--- src/hw/rtl/edhc_pkg.sv ---
// ----------------------------------------------------------------------------
// edhc_pkg
// Shared types and constants for the clipped scaled distance block.
// ----------------------------------------------------------------------------
package edhc_pkg;

    localparam int SAMPLE_BITS = 16;
    localparam int MAX_LEN     = 1024;

    localparam int SQ_BITS   = 2 * SAMPLE_BITS;
    localparam int SUM_BITS  = 48;
    localparam int ACC_BITS  = ((SQ_BITS > SUM_BITS) ? SQ_BITS : SUM_BITS) + 1;
    localparam int CNT_BITS  = $clog2(MAX_LEN + 2);

    localparam int SCALE_BITS = 16;
    localparam int DIST_BITS  = 32;
    localparam int CFG_BITS   = 32;

    // root of (sum << 16): 64-bit radicand, 32-bit root
    localparam int RAD_BITS   = 2 * DIST_BITS;
    localparam int ROOT_BITS  = DIST_BITS;
    localparam int REM_BITS   = ROOT_BITS + 2;
    localparam int ITER_BITS  = $clog2(ROOT_BITS);
    localparam int PROD_BITS  = ROOT_BITS + SCALE_BITS;
    localparam int FRAC_BITS  = 8;

    localparam logic [SCALE_BITS-1:0] SCALE_RESET = SCALE_BITS'(256);
    localparam logic [DIST_BITS-1:0]  MAXD_RESET  = {DIST_BITS{1'b1}};

    // register indexes
    localparam logic CFG_SCALE = 1'b0;
    localparam logic CFG_MAXD  = 1'b1;

    typedef enum logic [1:0] {
        BK_IDLE,
        BK_ROOT,
        BK_MUL,
        BK_DONE
    } t_bk_state;

    // one finished sum of squares moving through the queue
    typedef struct packed {
        logic                vld;
        logic [SUM_BITS-1:0] sum;
    } t_sum_xfer;

endpackage

--- src/hw/rtl/euclidean_distance_hard_clipped.sv ---
// ----------------------------------------------------------------------------
// euclidean_distance_hard_clipped
// Streaming clipped, scaled distance between two signed integer vectors.
// ----------------------------------------------------------------------------
// One element pair is taken per cycle while o_in_stall is low; the front end
// squares the difference and adds it into a 48-bit saturating sum (held at full
// scale once a vector runs past MAX_LEN pairs). The pair marked last closes the
// vector: its sum goes into a two-entry queue, and the result o_distance
// (unsigned Q24.8, min(max_distance, (floor(sqrt(sum) * 256) * scale) >> 8))
// follows the square root, produced one bit per cycle. The back end takes a new
// sum only once its last result is registered, so short vectors can fill the
// queue and stall the input. The user must write scale and max_distance through
// the cfg port only while no vector is in flight; the block does not enforce it.
// ----------------------------------------------------------------------------
module euclidean_distance_hard_clipped (
    input  logic                                  i_clk,
    input  logic                                  i_rst_n,
    input  logic                                  i_in_valid,
    output logic                                  o_in_stall,
    input  logic signed [edhc_pkg::SAMPLE_BITS-1:0] i_elem_a,
    input  logic signed [edhc_pkg::SAMPLE_BITS-1:0] i_elem_b,
    input  logic                                  i_last,
    output logic                                  o_out_valid,
    input  logic                                  i_out_stall,
    output logic [edhc_pkg::DIST_BITS-1:0]        o_distance,
    input  logic                                  i_cfg_we,
    input  logic                                  i_cfg_idx,
    input  logic [edhc_pkg::CFG_BITS-1:0]         i_cfg_data
);

    logic [edhc_pkg::SCALE_BITS-1:0] r_scale;
    logic [edhc_pkg::DIST_BITS-1:0]  r_max_dist;

    edhc_pkg::t_sum_xfer w_push;
    edhc_pkg::t_sum_xfer w_head;
    logic                w_full;
    logic                w_pop;

    always_ff @(posedge i_clk) begin
        if (!i_rst_n) begin
            r_scale    <= edhc_pkg::SCALE_RESET;
            r_max_dist <= edhc_pkg::MAXD_RESET;
        end else if (i_cfg_we) begin
            case (i_cfg_idx)
                edhc_pkg::CFG_SCALE: r_scale    <= i_cfg_data[edhc_pkg::SCALE_BITS-1:0];
                edhc_pkg::CFG_MAXD:  r_max_dist <= i_cfg_data[edhc_pkg::DIST_BITS-1:0];
                default: begin
                    r_scale    <= r_scale;
                    r_max_dist <= r_max_dist;
                end
            endcase
        end
    end

    edhc_front u_front (
        .i_clk      (i_clk),
        .i_rst_n    (i_rst_n),
        .i_in_valid (i_in_valid),
        .o_in_stall (o_in_stall),
        .i_elem_a   (i_elem_a),
        .i_elem_b   (i_elem_b),
        .i_last     (i_last),
        .o_push     (w_push),
        .i_full     (w_full)
    );

    edhc_queue u_queue (
        .i_clk   (i_clk),
        .i_rst_n (i_rst_n),
        .i_push  (w_push),
        .o_full  (w_full),
        .o_head  (w_head),
        .i_pop   (w_pop)
    );

    edhc_back u_back (
        .i_clk       (i_clk),
        .i_rst_n     (i_rst_n),
        .i_head      (w_head),
        .o_pop       (w_pop),
        .i_scale     (r_scale),
        .i_max_dist  (r_max_dist),
        .o_out_valid (o_out_valid),
        .i_out_stall (i_out_stall),
        .o_distance  (o_distance)
    );

    // a finished sum is never dropped on a full queue
    a_push_not_full: assert property (@(posedge i_clk) disable iff (!i_rst_n)
        w_push.vld |-> !w_full)
        else $error("sum pushed into full queue");

    // the root unit only takes a sum that is there
    a_pop_not_empty: assert property (@(posedge i_clk) disable iff (!i_rst_n)
        w_pop |-> w_head.vld)
        else $error("pop from empty queue");

    // every delivered distance respects the cap
    a_clip: assert property (@(posedge i_clk) disable iff (!i_rst_n)
        o_out_valid |-> (o_distance <= r_max_dist))
        else $error("distance above cap");

endmodule

--- src/hw/rtl/edhc_front.sv ---
// ----------------------------------------------------------------------------
// edhc_front
// Element front end: difference, square and saturating accumulation.
// ----------------------------------------------------------------------------
module edhc_front (
    input  logic                                  i_clk,
    input  logic                                  i_rst_n,
    input  logic                                  i_in_valid,
    output logic                                  o_in_stall,
    input  logic signed [edhc_pkg::SAMPLE_BITS-1:0] i_elem_a,
    input  logic signed [edhc_pkg::SAMPLE_BITS-1:0] i_elem_b,
    input  logic                                  i_last,
    output edhc_pkg::t_sum_xfer                   o_push,
    input  logic                                  i_full
);

    localparam int SB = edhc_pkg::SAMPLE_BITS;
    localparam logic [edhc_pkg::SUM_BITS-1:0] SUM_FULL = {edhc_pkg::SUM_BITS{1'b1}};

    logic                           w_adv;
    logic signed [SB:0]             w_diff;
    logic        [SB:0]             w_abs;

    logic                           r_a_vld;
    logic                           r_a_last;
    logic [SB-1:0]                  r_a_mag;
    logic                           r_b_vld;
    logic                           r_b_last;
    logic [edhc_pkg::SQ_BITS-1:0]   r_b_sq;
    logic [edhc_pkg::SUM_BITS-1:0]  r_sum;
    logic [edhc_pkg::CNT_BITS-1:0]  r_cnt;

    logic [edhc_pkg::CNT_BITS-1:0]  n_cnt;
    logic [edhc_pkg::SUM_BITS-1:0]  n_sum;
    logic [edhc_pkg::ACC_BITS-1:0]  w_acc;

    // pipeline freezes only while a finished sum cannot enter the queue
    assign w_adv      = !(r_b_vld && r_b_last && i_full);
    assign o_in_stall = !w_adv;

    assign w_diff = {i_elem_a[SB-1], i_elem_a} - {i_elem_b[SB-1], i_elem_b};
    assign w_abs  = w_diff[SB] ? (SB+1)'(-w_diff) : w_diff;

    always_comb begin
        n_cnt = r_cnt;
        if (r_cnt <= edhc_pkg::CNT_BITS'(edhc_pkg::MAX_LEN)) begin
            n_cnt = r_cnt + 1'b1;
        end
        w_acc = edhc_pkg::ACC_BITS'(r_sum) + edhc_pkg::ACC_BITS'(r_b_sq);
        if (n_cnt > edhc_pkg::CNT_BITS'(edhc_pkg::MAX_LEN)) begin
            n_sum = SUM_FULL;
        end else if (w_acc > edhc_pkg::ACC_BITS'(SUM_FULL)) begin
            n_sum = SUM_FULL;
        end else begin
            n_sum = w_acc[edhc_pkg::SUM_BITS-1:0];
        end
    end

    assign o_push.vld = r_b_vld && r_b_last && !i_full;
    assign o_push.sum = n_sum;

    always_ff @(posedge i_clk) begin
        if (!i_rst_n) begin
            r_a_vld <= 1'b0;
            r_b_vld <= 1'b0;
            r_sum   <= '0;
            r_cnt   <= '0;
        end else if (w_adv) begin
            r_a_vld <= i_in_valid;
            r_b_vld <= r_a_vld;
            if (r_b_vld) begin
                if (r_b_last) begin
                    r_sum <= '0;
                    r_cnt <= '0;
                end else begin
                    r_sum <= n_sum;
                    r_cnt <= n_cnt;
                end
            end
        end
    end

    always_ff @(posedge i_clk) begin
        if (w_adv) begin
            r_a_last <= i_last;
            r_a_mag  <= w_abs[SB-1:0];
            r_b_last <= r_a_last;
            r_b_sq   <= edhc_pkg::SQ_BITS'(r_a_mag) * edhc_pkg::SQ_BITS'(r_a_mag);
        end
    end

endmodule

--- src/hw/rtl/edhc_queue.sv ---
// ----------------------------------------------------------------------------
// edhc_queue
// Two-entry queue of finished sums between front end and root unit.
// ----------------------------------------------------------------------------
module edhc_queue (
    input  logic                i_clk,
    input  logic                i_rst_n,
    input  edhc_pkg::t_sum_xfer i_push,
    output logic                o_full,
    output edhc_pkg::t_sum_xfer o_head,
    input  logic                i_pop
);

    logic [edhc_pkg::SUM_BITS-1:0] r_mem [2];
    logic                          r_wr_ptr;
    logic                          r_rd_ptr;
    logic [1:0]                    r_count;

    assign o_full     = (r_count == 2'd2);
    assign o_head.vld = (r_count != 2'd0);
    assign o_head.sum = r_mem[r_rd_ptr];

    always_ff @(posedge i_clk) begin
        if (!i_rst_n) begin
            r_wr_ptr <= 1'b0;
            r_rd_ptr <= 1'b0;
            r_count  <= 2'd0;
        end else begin
            if (i_push.vld) begin
                r_wr_ptr <= !r_wr_ptr;
            end
            if (i_pop) begin
                r_rd_ptr <= !r_rd_ptr;
            end
            case ({i_push.vld, i_pop})
                2'b10:   r_count <= r_count + 2'd1;
                2'b01:   r_count <= r_count - 2'd1;
                default: r_count <= r_count;
            endcase
        end
    end

    always_ff @(posedge i_clk) begin
        if (i_push.vld) begin
            r_mem[r_wr_ptr] <= i_push.sum;
        end
    end

endmodule

--- src/hw/rtl/edhc_back.sv ---
// ----------------------------------------------------------------------------
// edhc_back
// Back end: bit-serial square root, scale multiply, clip, result register.
// ----------------------------------------------------------------------------
module edhc_back (
    input  logic                                 i_clk,
    input  logic                                 i_rst_n,
    input  edhc_pkg::t_sum_xfer                  i_head,
    output logic                                 o_pop,
    input  logic [edhc_pkg::SCALE_BITS-1:0]      i_scale,
    input  logic [edhc_pkg::DIST_BITS-1:0]       i_max_dist,
    output logic                                 o_out_valid,
    input  logic                                 i_out_stall,
    output logic [edhc_pkg::DIST_BITS-1:0]       o_distance
);

    localparam int RB = edhc_pkg::REM_BITS;

    edhc_pkg::t_bk_state r_state;
    edhc_pkg::t_bk_state n_state;

    logic [edhc_pkg::RAD_BITS-1:0]  r_x;
    logic [RB-1:0]                  r_rem;
    logic [edhc_pkg::ROOT_BITS-1:0] r_root;
    logic [edhc_pkg::ITER_BITS-1:0] r_iter;
    logic [edhc_pkg::PROD_BITS-1:0] r_prod;
    logic                           r_out_valid;
    logic [edhc_pkg::DIST_BITS-1:0] r_out_dist;

    logic                           w_out_free;
    logic                           w_load;
    logic                           w_last_iter;
    logic [RB+1:0]                  w_rem_sh;
    logic [RB+1:0]                  w_trial;
    logic                           w_ge;
    logic [edhc_pkg::PROD_BITS-edhc_pkg::FRAC_BITS-1:0] w_scaled;
    logic [edhc_pkg::DIST_BITS-1:0] w_clip;

    assign w_out_free  = !r_out_valid || !i_out_stall;
    assign w_last_iter = (r_iter == edhc_pkg::ITER_BITS'(edhc_pkg::ROOT_BITS - 1));

    // one root bit per cycle: bring down two radicand bits, try (root << 2) | 1
    assign w_rem_sh = {r_rem, r_x[edhc_pkg::RAD_BITS-1 -: 2]};
    assign w_trial  = (RB+2)'({r_root, 2'b01});
    assign w_ge     = (w_rem_sh >= w_trial);

    assign w_scaled = r_prod[edhc_pkg::PROD_BITS-1:edhc_pkg::FRAC_BITS];
    assign w_clip   = (w_scaled > (edhc_pkg::PROD_BITS-edhc_pkg::FRAC_BITS)'(i_max_dist))
                      ? i_max_dist : w_scaled[edhc_pkg::DIST_BITS-1:0];

    // next state
    always_comb begin
        n_state = r_state;
        case (r_state)
            edhc_pkg::BK_IDLE: begin
                if (i_head.vld) begin
                    n_state = edhc_pkg::BK_ROOT;
                end
            end
            edhc_pkg::BK_ROOT: begin
                if (w_last_iter) begin
                    n_state = edhc_pkg::BK_MUL;
                end
            end
            edhc_pkg::BK_MUL: n_state = edhc_pkg::BK_DONE;
            edhc_pkg::BK_DONE: begin
                if (w_out_free) begin
                    n_state = edhc_pkg::BK_IDLE;
                end
            end
            default: n_state = edhc_pkg::BK_IDLE;
        endcase
    end

    // state outputs
    always_comb begin
        o_pop  = 1'b0;
        w_load = 1'b0;
        case (r_state)
            edhc_pkg::BK_IDLE: o_pop  = i_head.vld;
            edhc_pkg::BK_DONE: w_load = w_out_free;
            default: begin
                o_pop  = 1'b0;
                w_load = 1'b0;
            end
        endcase
    end

    always_ff @(posedge i_clk) begin
        if (!i_rst_n) begin
            r_state     <= edhc_pkg::BK_IDLE;
            r_out_valid <= 1'b0;
        end else begin
            r_state <= n_state;
            if (w_load) begin
                r_out_valid <= 1'b1;
            end else if (!i_out_stall) begin
                r_out_valid <= 1'b0;
            end
        end
    end

    always_ff @(posedge i_clk) begin
        if (o_pop) begin
            r_x    <= {i_head.sum, {(edhc_pkg::RAD_BITS-edhc_pkg::SUM_BITS){1'b0}}};
            r_rem  <= '0;
            r_root <= '0;
            r_iter <= '0;
        end else if (r_state == edhc_pkg::BK_ROOT) begin
            r_x    <= {r_x[edhc_pkg::RAD_BITS-3:0], 2'b00};
            r_iter <= r_iter + 1'b1;
            if (w_ge) begin
                r_rem  <= RB'(w_rem_sh - w_trial);
                r_root <= {r_root[edhc_pkg::ROOT_BITS-2:0], 1'b1};
            end else begin
                r_rem  <= RB'(w_rem_sh);
                r_root <= {r_root[edhc_pkg::ROOT_BITS-2:0], 1'b0};
            end
        end
        if (r_state == edhc_pkg::BK_MUL) begin
            r_prod <= edhc_pkg::PROD_BITS'(r_root) * edhc_pkg::PROD_BITS'(i_scale);
        end
        if (w_load) begin
            r_out_dist <= w_clip;
        end
    end

    assign o_out_valid = r_out_valid;
    assign o_distance  = r_out_dist;

endmodule

--- config.mk ---
export PLATFORM = sky130hd
export DESIGN_NAME = euclidean_distance_hard_clipped
export DESIGN_NICKNAME = d
export VERILOG_FILES = /design/src/hw/rtl/edhc_pkg.sv /design/src/hw/rtl/euclidean_distance_hard_clipped.sv /design/src/hw/rtl/edhc_front.sv /design/src/hw/rtl/edhc_queue.sv /design/src/hw/rtl/edhc_back.sv
export SDC_FILE = /design/constraint.sdc
export NUM_CORES = 2
export LEC_CHECK = 0
export ABC_AREA = 1
export BUFFER_PORTS_ARGS = -buffer_cell sky130_fd_sc_hd__buf_2
export CAP_MARGIN = 40
export CORE_ASPECT_RATIO = 1.5
export CORE_MARGIN = 5
export CORE_UTILIZATION = 45
export CTS_BUF_LIST = sky130_fd_sc_hd__clkbuf_16
export CTS_CLUSTER_SIZE = 10
export DETAILED_ROUTE_END_ITERATION = 7
export PLACE_DENSITY = 0.63
export SETUP_SLACK_MARGIN = 0.15
export SYNTH_ARGS = -nofsm -noshare
export SYNTH_HDL_FRONTEND = slang
export SYNTH_HIERARCHICAL = 1
export SYNTH_SLANG_ARGS = --single-unit
--- constraint.sdc ---
create_clock -name i_clk -period 7.6 [get_ports i_clk]
set_input_delay 0.76 -clock i_clk [delete_from_list [all_inputs] [get_ports i_clk]]
set_output_delay 0.76 -clock i_clk [all_outputs]
set_load 0.05 [all_outputs]
Yosys cells after proc, flatten, opt, wreduce, memory -nomap -nowiden

Memory sizes are Yosys's and may differ from the RTL's. A register that Yosys moved wholly into a read port is not among the register bits.
Index checks and enable logic that the tools add are counted.

Add/sub/neg operators: 8
Divide/modulo/power cells: 0
Bitwise operators: 2
Shift-type cells: 0
Multiply operators: 2
Equal/unequal tests: 11
Multiplexer cells: 24
Magnitude comparators: 5
Reductions and logical operators: 17

Operators by type and width:

| operator                | count |
|---|---|
| $mux W48                | 3 |
| $mux W64                | 2 |
| $add A48 B32 Y49        | 1 |
| $gt A49 B48 Y1 const B  | 1 |
| $mul A32 B16 Y48        | 1 |
| $gt A40 B32 Y1          | 1 |
| $ge A36 B34 Y1          | 1 |
| $mux W34                | 1 |
| $sub A34 B34 Y34        | 1 |
| $mul A16 B16 Y32        | 1 |
| $mux W32                | 1 |
| $mux W11                | 2 |
| $sub A16 B16 Y17        | 1 |
| $mux W16                | 1 |
| $neg A16 Y16            | 1 |
| $add A11 B1 Y11 const B | 1 |
| $gt A11 B11 Y1 const B  | 1 |
| $le A11 B11 Y1 const B  | 1 |
| $mux W1                 | 9 |
| $eq A2 B2 Y1 const B    | 4 |
| $ne A2 B1 Y1 const B    | 4 |
| $pmux W2 S4             | 1 |
| $mux W2                 | 3 |
| $reduce_and A2 Y1       | 3 |
| other kinds (13)        | 23 |

Memories: 1
Bits in latches: 0
Bits in registers: 365
Output and inout bits: 34
Memory bits (writable): 96
Bits in read-only memories: 0

Memory list:

| memory        | words | bits a word | rd ports | clocked after memory_dff | write ports | line             | text |
|---|---|---|---|---|---|---|---|
| u_queue.r_mem | 2     | 48          | 1        | 1                        | 1           | edhc_queue.sv:14 | `logic [edhc_pkg::SUM_BITS-1:0] r_mem [2];` |

Longest topological paths before layout

Depth in word-level cells: 5
Depth in mapped cells: 29
Gate-level depth less buffers: 27

Cells and area by module

The synthesis kept the hierarchy.

By module, submodules not included:

| module                          | seq. area each (µm²) | cells an instance | area each (µm²) | instances |
|---|---|---|---|---|
| edhc_back                       | 5,084.9              | 3,732             | 28,214.6        | 1 |
| edhc_front                      | 2,692.6              | 2,399             | 16,843.7        | 1 |
| edhc_queue                      | 2,982.9              | 184               | 3,768.6         | 1 |
| euclidean_distance_hard_clipped | 960.9                | 242               | 1,808.0         | 1 |

Worst setup path after synthesis

Ideal clock, no wire load.

Path kind: register -> register
Start: register u_front.r_a_mag[2]
End: register u_front/r_b_sq[23] in the netlist's numbering, data pin
Period minus slack after synthesis: 5,735 ps
Cell stages (with the launch flop): 22
Data required time: 7,344 ps
Library setup time: 256 ps
Data arrival time: 5,479 ps
Slack: 1,865 ps
Cell sequence: edfxtp_1 > clkbuf_1 > clkbuf_1 > nand2_1 > fa_1 > fa_1 > inv_1 > fa_1 > fa_1 > fa_1 > inv_1 > fa_1 > inv_1 > ha_1 > a21oi_1 > inv_1 > a31oi_1 > a21boi_1 > o21bai_1 > and2_1 > o21bai_1 > nand2_1

Longest elaborated chain between the ends: 1

Ends and longest elaborated chain:

| what                   | line             | text |
|---|---|---|
| from (decl)            | edhc_front.sv:26 | `logic [SB-1:0] r_a_mag;` |
| from (signal assigned) | edhc_front.sv:86 | `r_a_mag <= w_abs[SB-1:0];` |
| $mul A16 B16 Y32       | edhc_front.sv:88 | `r_b_sq <= edhc_pkg::SQ_BITS'(r_a_mag) * edhc_pkg::SQ_BITS'(r_a_mag);` |
| to (signal assigned)   | edhc_front.sv:88 |  |
| to (decl)              | edhc_front.sv:29 | `logic [edhc_pkg::SQ_BITS-1:0] r_b_sq;` |

Every way passes these cells.
A chain may end at the register's enable or synchronous reset.

Worst setup path in the final report

Start: register r_scale[9] in the netlist's numbering
End: register u_back/r_prod[25] in the netlist's numbering, data pin

Longest elaborated chain between the ends: 1

Ends and longest elaborated chain:

| what                   | line                                  | text |
|---|---|---|
| from (decl)            | euclidean_distance_hard_clipped.sv:31 | `logic [edhc_pkg::SCALE_BITS-1:0] r_scale;` |
| from (signal assigned) | euclidean_distance_hard_clipped.sv:41 | `r_scale <= edhc_pkg::SCALE_RESET;` |
| from (signal assigned) | euclidean_distance_hard_clipped.sv:45 | `edhc_pkg::CFG_SCALE: r_scale <= i_cfg_data[edhc_pkg::SCALE_BITS-1:0];` |
| from (signal assigned) | euclidean_distance_hard_clipped.sv:48 | `r_scale <= r_scale;` |
| $mul A32 B16 Y48       | edhc_back.sv:121                      | `r_prod <= edhc_pkg::PROD_BITS'(r_root) * edhc_pkg::PROD_BITS'(i_scale);` |
| to (signal assigned)   | edhc_back.sv:121                      |  |
| to (decl)              | edhc_back.sv:26                       | `logic [edhc_pkg::PROD_BITS-1:0] r_prod;` |

Every way passes these cells.

==> out/metrics.yaml <==
critical_path:
  reg2reg_from: "r_scale[9]$_SDFFE_PN0P_"
  cp_slowest_cell: "dfxtp_1"
  cp_num_buf_inv: 5
  r2r_cells: 19
  end_kind: "flop"
  critPathLaunchType: "flop"
  r2r_setup_slack_ns: 0.63
  path_max_fanout: 17
  crit_arrival_ns: 7.36
  cpPeakStageDelay_ns: 0.80
  worstPathCellList: "buf_4 > nand2_1 > fa_1 > inv_1 > fa_1 > fa_1 > fa_1 > fa_1 > inv_1 > fa_1 > inv_1 > ha_1 > nand2_1 > inv_1 > a21oi_1 > a21boi_0 > o21ai_0 > a21oi_1 > xor2_1"
  path_delay_family: "adder cells"
  worstPathRequired_ns: 7.99
  r2r_end: "u_back/r_prod[25]$_DFFE_PP_"
  path_class: "reg2reg"
  crit_path_frequent_cell: "fa_1"
finish:
  regArea_sq_um: 11700
  antenna_cells: 0
  drive_gt1_share_pct: 6.53
  final_net_count: 7550
  fin_cells: 8041
  multi_input_area_sq_um: 32200
  area_delta_synth_final_pct: 6.98
  fillers: 11000
yosys:
  synth_mux_area_share_pct: 1.22
  synth_area_leader_cell: "fa_1"
  post_synth_xor_area_fraction_pct: 2.32
  ys_seq_elements: 453
  synth_top_family_by_area: "adder cells"
  synth_area_leaders: "fa_1, edfxtp_1, nand2_1, inv_1, ha_1"
  synthArstFlopShare_pct: 0
  yosysWarnings: 6
  synth_fp_nets: 7553
  synth_seq_area_share_pct: 23.1
  synth_compound_area_share_pct: 5.37
  ys_types: 61
  syn_area_sq_um: 50600
  synth_edf_count: 265
  synthFlopType: "edfxtp_1"
  synth_top_area_share_pct: 22.9
  synthCells: 6557
  synthAdderAreaFrac_pct: 31.5
  avgSynthCellArea_sq_um: 7.72
  yosys.area_share.simple_pct: 23.1
global_routing:
  grt_overflow: 0
  grt_use_total_pct: 23.4
  grt_pass1_vias: 42600
  grt_max_degree: 65
  grt_pass1_wl_mm: 225
  antenna_found_initial: 1
cts:
  cts.sinks: 453
  postCtsSetupRepairBufs: 0
  cts_buffer_depth: 3
  cts_buffers: 55
  htree_levels: 2
  clkTransAtPathRegs_ns: 0.06
  clkLatencyLatePin_ns: 0.66
  cts_tree: "done"
  cts_resized: 0
  cts_root_buf: "clkbuf_16"
  ctsHoldBuffers: 0
placed_design:
  dp_hpwl_mm: 112
  port_buffers: 104
  pre_cts_slack_ns: 0.666
  dp_cells: 7941
  gp_congestion: 0.934
run:
  max_cap_viol_count: 0
sta:
  fin_ws_ns: 0.627
  fin_crit_sh_pct: 91.8
  post-route-min-period_ns: 6.97
  fmax_mhz: 143
  hold_violations: 0
  grt_setup_unrepaired: "no"
  slew_headroom_pct: 41.3
  finalClockSkew_ns: 0.0604
  finalSetupViolations: 0
  worstMarginPinSlew_ns: 0.880
  tns_ns: 0
  report.final.slew_viol_count: 0
drt:
  vias_per_cell: 5.08
  wire_per_inst_microns: 17.4
  firstDrtPassIters: 6
  routed_wirelength_mm: 140
  drcViolationCount: 0
  antenna_left: 0
  drt_iter0_drc: 2413
  vias: 40900
worst_hold_path:
  holdCritPathClass: "in2reg"
  whs_path_depth: 1
  hold_end: "u_front/r_a_last$_DFFE_PN_"
  hold_start: "i_last"
die:
  io_pins: 105
  initial_core_util_pct: 45.3
  die_h_microns: 421
  die_area_sq_um: 119000
  fp.coreArea_sq_um: 112000
  rows: 150
  dieWidth_microns: 284
run_status:
  status: "finished, final reports clean"
==> per-stage QoR <==
stage               util (%)  cell area [sq um]  hold slack [ns]
global placement        47.0              52400            0.409
detailed placement      47.0              52500            0.423
CTS                     48.5              54200            0.231
floorplan                  -              50600            0.400
global route            48.5              54200            0.244
finish                  48.5              54200            0.281
==> worst max-delay path by stage <==
stage | from | endpoint | slack [ns] | cells after the start
finish | r_scale[9]$_SDFFE_PN0P_ | u_back/r_prod[25]$_DFFE_PP_ | 0.63 | 19
global route | r_scale[9]$_SDFFE_PN0P_ | u_back/r_prod[26]$_DFFE_PP_ | 0.30 | 20
CTS | r_scale[9]$_SDFFE_PN0P_ | u_back/r_prod[26]$_DFFE_PP_ | 0.59 | 20
detailed placement | r_scale[9]$_SDFFE_PN0P_ | u_back/r_prod[26]$_DFFE_PP_ | 0.67 | 20
global placement | r_scale[9]$_SDFFE_PN0P_ | u_back/r_prod[26]$_DFFE_PP_ | 0.59 | 20
floorplan | u_front/r_a_mag[2]$_DFFE_PN_ | u_front/r_b_sq[23]$_DFFE_PN_ | 1.86 | 21
==> cells in the final DEF (no fill, tap or decap), types with 24 or more instances in the layout <==
cell type / n
a21oi_1: 209
buf_2: 104
buf_4: 69
clkbuf_16: 55
dfxtp_1: 187
edfxtp_1: 265
fa_1: 580
ha_1: 343
inv_1: 1537
mux2_2: 28
nand2_1: 1923
nand2_2: 37
nand3_1: 258
nand4_1: 67
nor2_1: 335
nor3_1: 45
o21ai_0: 119
o21bai_1: 24
o22ai_1: 31
xnor2_1: 43
xor2_1: 91
==> flip-flops by register name (all words and copies together), names as in the netlist, named ones only <==
register            count
u_back/r_x             48
u_front/r_b_sq         31
u_front/r_a_last        1
u_back/r_rem           34
u_queue/r_rd_ptr        1
r_scale                16
u_front/r_b_last        1
u_front/r_b_vld         1
u_queue/r_mem          96
u_back/r_state          2
u_front/r_a_mag        16
u_front/r_sum          48
u_back/o_out_valid      1
u_back/r_prod          40
u_front/r_a_vld         1
u_back/r_iter           5
u_back/o_distance      32
r_max_dist             32
u_queue/r_count         2
u_back/r_root          32
u_queue/r_wr_ptr        1
u_front/r_cnt          11
==> synthesized netlist by cell type, types with 4 or more instances <==
master,number
a31oi_1,15
a21oi_1,209
nor2_4,4
buf_12,4
nand3_1,259
o21bai_1,24
clkbuf_1,183
inv_2,8
o22ai_1,31
nand3_2,21
buf_2,29
a211oi_1,5
nand3b_1,18
nand4_1,67
nor3_1,45
o21ai_1,4
xor2_1,91
nand2_1,1927
o21ai_0,119
buf_1,6
and2_1,4
dfxtp_1,188
a21boi_0,6
a21oi_2,19
o21a_1,10
mux2_2,28
ha_1,345
nor4_1,9
nand2_2,34
nor2_1,338
edfxtp_1,265
nor2_2,6
o211ai_1,11
fa_1,580
nand3_4,21
a21o_1,12
xnor2_1,43
buf_6,11
mux2_4,20
inv_1,1510
==> logic make-up (layout without fill, tap and decap cells) <==
| kind of cell | Yosys count | after routing |
|---|---|---|
| adder cells (fa/ha/maj) | 925 | 925 |
| buffers and inverters | 1756 | 1796 |
| XOR/XNOR | 134 | 134 |
| multiplexers | 48 | 48 |
| flip-flops | 453 | 453 |
| AO/OA/AOI/OAI | 474 | 474 |
| AND/OR/NAND/NOR | 2767 | 2767 |
==> cell type report <==
| type | instances | share of cell area, % |
|---|---|---|
| Inverter | 1519 | 10.5 |
| Tap cell | 1444 | 3.34 |
| Timing Repair Buffer | 177 | 2.09 |
| Multi-Input combinational cell | 4348 | 59.4 |
| Sequential cell | 453 | 21.6 |
| Clock buffer | 55 | 2.54 |
| Clock inverter | 45 | 0.474 |
==> metal layers <==
| layer | routed length [microns] | GRT usage (%) |
|---|---|---|
| met1 | 52300 | 25.9 |
| met2 | 75800 | 45.2 |
| met3 | 4060 | 1.85 |
| met4 | 7700 | 11.2 |
| met5 | 0 | 0 |
Power is left out: the tool's default activity adds up to more than one toggle a clock period on the data nets, which glitch-free logic cannot reach.
